**config.mk**
```make
export PLATFORM = sky130hd
export DESIGN_NAME = mmq_cell
export DESIGN_NICKNAME = d
export VERILOG_FILES = /design/src/mmq_pkg.sv /design/src/mmq_cell.sv
export SDC_FILE = /design/constraint.sdc
export NUM_CORES = 1
export LEC_CHECK = 0
export BUFFER_PORTS_ARGS = -buffer_cell sky130_fd_sc_hd__clkbuf_2
export CAP_MARGIN = 15
export CORE_AREA = 8 8 238 240
export DETAILED_ROUTE_END_ITERATION = 7
export DIE_AREA = 0 0 246 248
export GPL_TIMING_DRIVEN = 0
export PLACE_DENSITY_LB_ADDON = 0.12
export SYNTH_ARGS = -nofsm -noshare
export SYNTH_HDL_FRONTEND = slang
export SYNTH_SLANG_ARGS = --single-unit
```
**constraint.sdc**
```tcl
create_clock -name clk -period 8 [get_ports clk]
set_input_delay 1.6 -clock clk [delete_from_list [all_inputs] [get_ports clk]]
set_output_delay 1.6 -clock clk [all_outputs]
set_load 0.1 [all_outputs]
```
**src/mmq_pkg.sv**
```systemverilog
// Package for the message match queue: constants, codes and the payload types.
// Used by every module of the block; depends on nothing.
package mmq_pkg;

	localparam int Depth = 32;
	localparam int IdxW = $clog2(Depth);
	localparam int CntW = $clog2(Depth + 1);

	localparam logic [2:0] WILD_SOURCE = 3'd1;
	localparam logic [2:0] WILD_TAG = 3'd2;
	localparam logic [2:0] WILD_CONTEXT = 3'd4;

	typedef enum logic [2:0] {
		ACT_APPEND = 3'd0,
		ACT_MATCH = 3'd1,
		ACT_FIND = 3'd2,
		ACT_REMOVE = 3'd3,
		ACT_FRONT = 3'd4,
		ACT_BACK = 3'd5,
		ACT_DEL_LAST = 3'd6,
		ACT_UNUSED = 3'd7
	} action_t;

	localparam logic [1:0] ST_OK = 2'd0;
	localparam logic [1:0] ST_FULL = 2'd1;
	localparam logic [1:0] ST_NOID = 2'd2;
	localparam logic [1:0] ST_EMPTY = 2'd3;

	typedef struct packed {
		logic [2:0] action;
		logic [15:0] id;
		logic [7:0] cmd;
		logic [15:0] source;
		logic [15:0] dest;
		logic [15:0] tag;
		logic [15:0] context_req;
		logic [31:0] length;
		logic source_any;
		logic tag_any;
		logic context_any;
	} req_t;

	typedef struct packed {
		logic found;
		logic [15:0] hit_id;
		logic [31:0] hit_length;
		logic [1:0] status;
		logic [5:0] entries;
	} rsp_t;

	typedef struct packed {
		logic [15:0] id;
		logic [7:0] cmd;
		logic [15:0] source;
		logic [15:0] dest;
		logic [15:0] tag;
		logic [15:0] context_req;
		logic [31:0] length;
		logic [2:0] wild;
	} entry_t;

	// Per-cell control from the sequencer for the accept and update cycles.
	typedef struct packed {
		logic load;
		logic shift_up;
		logic shift_down;
	} cell_ctl_t;

endpackage

```
**src/mmq_cell.sv**
```systemverilog
// One queue cell: holds an entry, compares it against the query, shifts to a neighbor.
// Depends on mmq_pkg.
module mmq_cell import mmq_pkg::*; (
	input logic clk,
	input cell_ctl_t ctl,
	input entry_t load_entry,
	input entry_t from_lower,
	input entry_t from_upper,
	input req_t query,
	output entry_t entry,
	output logic hit,
	output logic id_hit
);

	entry_t entry_q;

	always_ff @(posedge clk) begin
		if (ctl.load) begin
			entry_q <= load_entry;
		end else if (ctl.shift_up) begin
			entry_q <= from_lower;
		end else if (ctl.shift_down) begin
			entry_q <= from_upper;
		end
	end

	assign entry = entry_q;
	assign id_hit = entry_q.id == query.id;
	assign hit = entry_q.cmd == query.cmd && entry_q.dest == query.dest
		&& (entry_q.source == query.source || (entry_q.wild & WILD_SOURCE) != 3'd0)
		&& (entry_q.tag == query.tag || (entry_q.wild & WILD_TAG) != 3'd0)
		&& (entry_q.context_req == query.context_req
			|| (entry_q.wild & WILD_CONTEXT) != 3'd0)
		&& entry_q.length >= query.length;

endmodule

```
==> metrics.yaml <==
antenna_violations_before_repair: 2
synth-edff-count: 123
worstMarginPinSlew_ps: 1043
dp_hpwl_um: 39130
largest_register_ff_count: 123
fin_crit_ps: 5708
drt-wirelength-per-cell_um: 21.35
yosys.area.top_type_share_pct: 46.48
post_synth_num_cell_types: 28
path_cells: "clkbuf_2 > xnor2_1 > nand4_1 > nor4_1 > nand3_1 > or4_1 > a21oi_1 > clkbuf_2"
grt_first_pass_wirelength_um: 61180
slowest_stage: "sky130_fd_sc_hd__or4_1"
io-pin-count: 624
vias: 8044
switching_share_pct: 43.81
ant_nets: 0
ctsLongestPathBuffers: 2
wirelength_um: 45130
die_area_um2: 61010
h-tree-depth: 4
post-synth-top-area-cell: "sky130_fd_sc_hd__edfxtp_1"
synth_area_leaders: "sky130_fd_sc_hd__edfxtp_1, sky130_fd_sc_hd__mux2i_1, sky130_fd_sc_hd__o21ai_0"
status: "finished, final reports clean"
dp_slack_ps: 2114
area.growth.synth_to_final_pct: 57.72
worst_hold_path_type: "input pin to flop"
drt_iter0_markers: 233
drt_pass1_iterations: 4
power.sequential.fraction_pct: 32.7
timing.final.setup_violations: 0
drv_cap: 0
max-vdd-ir-drop_mv: 0.1670
category_of_the_most_critical_setup_path: "input pin to output port"
fin_worst_hold_slack_ps: 1402
fin_tns_setup_ps: 0
die_width_um: 246
cts.reportedPaths.clkPinSlew_ps: 60
start_util_pct: 14.97
cts-resized-gates: 0
io_buffers: 615
synthesis.yosys.warnings: 0
detail_route.drc_violations: 0
tritoncts: "done"
grt_overflow_total: 0
finalMaxSlewViolations: 0
async_flop_share_pct: 0
powerDensity_nw_per_um2: 212.0
final.setup.worst_slack_ps: 2292
crit_path_max_fanout: 1
synthFlopType: "sky130_fd_sc_hd__edfxtp_1"
power.net_switching_mw: 1.164
total_leakage_power_nw: 6.242
mappedNetlistNets: 1297
critical_path_arrival_ps: 4110
ys_seq_elements: 123
internal_power_mw: 1.493
period_share_pct: 71.35
report.final.hold_viol_count: 0
clock.fmax_ghz: 0.1752
cts_post_setup_buffers_inserted: 0
post_dp_cell_area_um2: 11970
critical_path_startpoint_category: "input pin"
worst_path_most_repeated_cell: "sky130_fd_sc_hd__clkbuf_2"
postLayoutCoreUtil_pct: 23.62
rows: 85
tritoncts_num_sinks: 123
grt_max_degree: 59
stdcell_count: 2114
synth_area_per_cell_um2: 10.37
via_count_of_the_first_global_routing_pass: 8916
power_frac_clock_pct: 28.9
postCtsHoldBufs: 0
stdcell_area_um2: 12530
yosysSeqAreaShare_pct: 46.48
timing.max_slew.rel_slack_pct: 30.47
syn-instance-count: 766
root_buffer: "sky130_fd_sc_hd__clkbuf_16"
required_ps: 6400
layout-drive-gt1-share_pct: 46.96
rsz0062_at_grt: "false"
comb_power_share_pct: 38.4
final_nets: 1934
syn-cell-area_um2: 7946
avgViaCountPerCell: 3.805
tritoncts.num_buffers: 17
placeableCoreArea_um2: 53070
globalRouteTotalUtil_pct: 14.05
end_kind: "output port"
dp_cells: 2080
cpPeakStageDelay_ps: 630
fin_total_pwr_mw: 2.657
finalWeightedCongestion: 0.8443
die_h_um: 248
## path summary, 6_finish.rpt
path | startpoint | to | slack (ps) | cells after the start
min | load_entry[58] | entry[58] | 1400 | 3
max | query[104] | hit | 2290 | 8
## synthesized netlist by cell type, types with 2 or more instances
cell type	instances
sky130_fd_sc_hd__a41oi_1	3
sky130_fd_sc_hd__xnor2_1	32
sky130_fd_sc_hd__o21ai_0	130
sky130_fd_sc_hd__clkbuf_1	28
sky130_fd_sc_hd__nor3_1	3
sky130_fd_sc_hd__nor2_1	4
sky130_fd_sc_hd__nand4_1	12
sky130_fd_sc_hd__ha_1	32
sky130_fd_sc_hd__a2111oi_0	2
sky130_fd_sc_hd__or3_1	2
sky130_fd_sc_hd__nor4_1	14
sky130_fd_sc_hd__nand3_1	2
sky130_fd_sc_hd__mux2i_1	123
sky130_fd_sc_hd__a21oi_1	12
sky130_fd_sc_hd__inv_1	33
sky130_fd_sc_hd__nand2_1	133
sky130_fd_sc_hd__xor2_1	56
sky130_fd_sc_hd__edfxtp_1	123
sky130_fd_sc_hd__buf_2	13
## power groups by stage
stage | Combinational (mW) | Clock, mW | Sequential [mW]
2_1_floorplan | 0.197 | 0 | 1.39
3_3_place_gp | 1.03 | 0 | 0.889
3_5_place_dp | 1.04 | 0 | 0.882
4_1_cts | 1.04 | 0.809 | 0.871
5_1_grt | 1.08 | 0.819 | 0.877
6_report | 1.02 | 0.769 | 0.868
## critical path, delay by kind of cell
family	cells	cell delay, ps
xor gates and xnor gates	1	420
buffers and inverters	2	590
and+or+nand+nor	4	1330
AOI/OAI and AO/OA	1	150
## routing by layer
metal	GRT usage [%]	share of wire, %	up-vias
met5	0	0	-
met4	4.408	1.6	0
met3	4.336	6.5	33
met2	25.48	53	300
met1	15.51	39	3677
li1	-	-	4034
## cells by family after synthesis
family | Yosys count | synth area share, %
AOI/OAI and AO/OA | 150 | 9.810
xor gates and xnor gates | 88 | 9.699
DFF | 123 | 46.48
buffers and inverters | 74 | 3.700
muxes | 123 | 15.49
adders and majority gates | 32 | 5.039
and+or+nand+nor | 176 | 9.778
## area by class of cell
type                    instances  area (µm²)
plain buffers                  41       170.2
repair buffers                618        3148
multi-input cells             569        3964
flip-flops and latches        123        3694
clock inverters                15       132.6
inverters                      33       123.9
clock buffers                  17       425.4
diodes                          2       5.005
fillers                      5883       40540
well taps                     696       870.8
## cell usage in the layout (no fill, tap or decap), drive strengths merged
master and count:
edfxtp 123, diode 2, nand4 12, nor4 16, clkinv 11, nand2 133, nor2b 1, or3 2
and4 1, nor2 4, a211oi 1, a21oi 12, bufinv 2, buf 16, mux2i 123, nor3 3
a41oi 3, a221oi 1, clkbuf 660, nand3 2, inv 33, xor2 56, ha 32, a2111oi 2
o21ai 130, nand2b 1, clkinvlp 2, or4 1, o41ai 1, xnor2 32
Note: power is estimated with default switching activity, not from simulation.
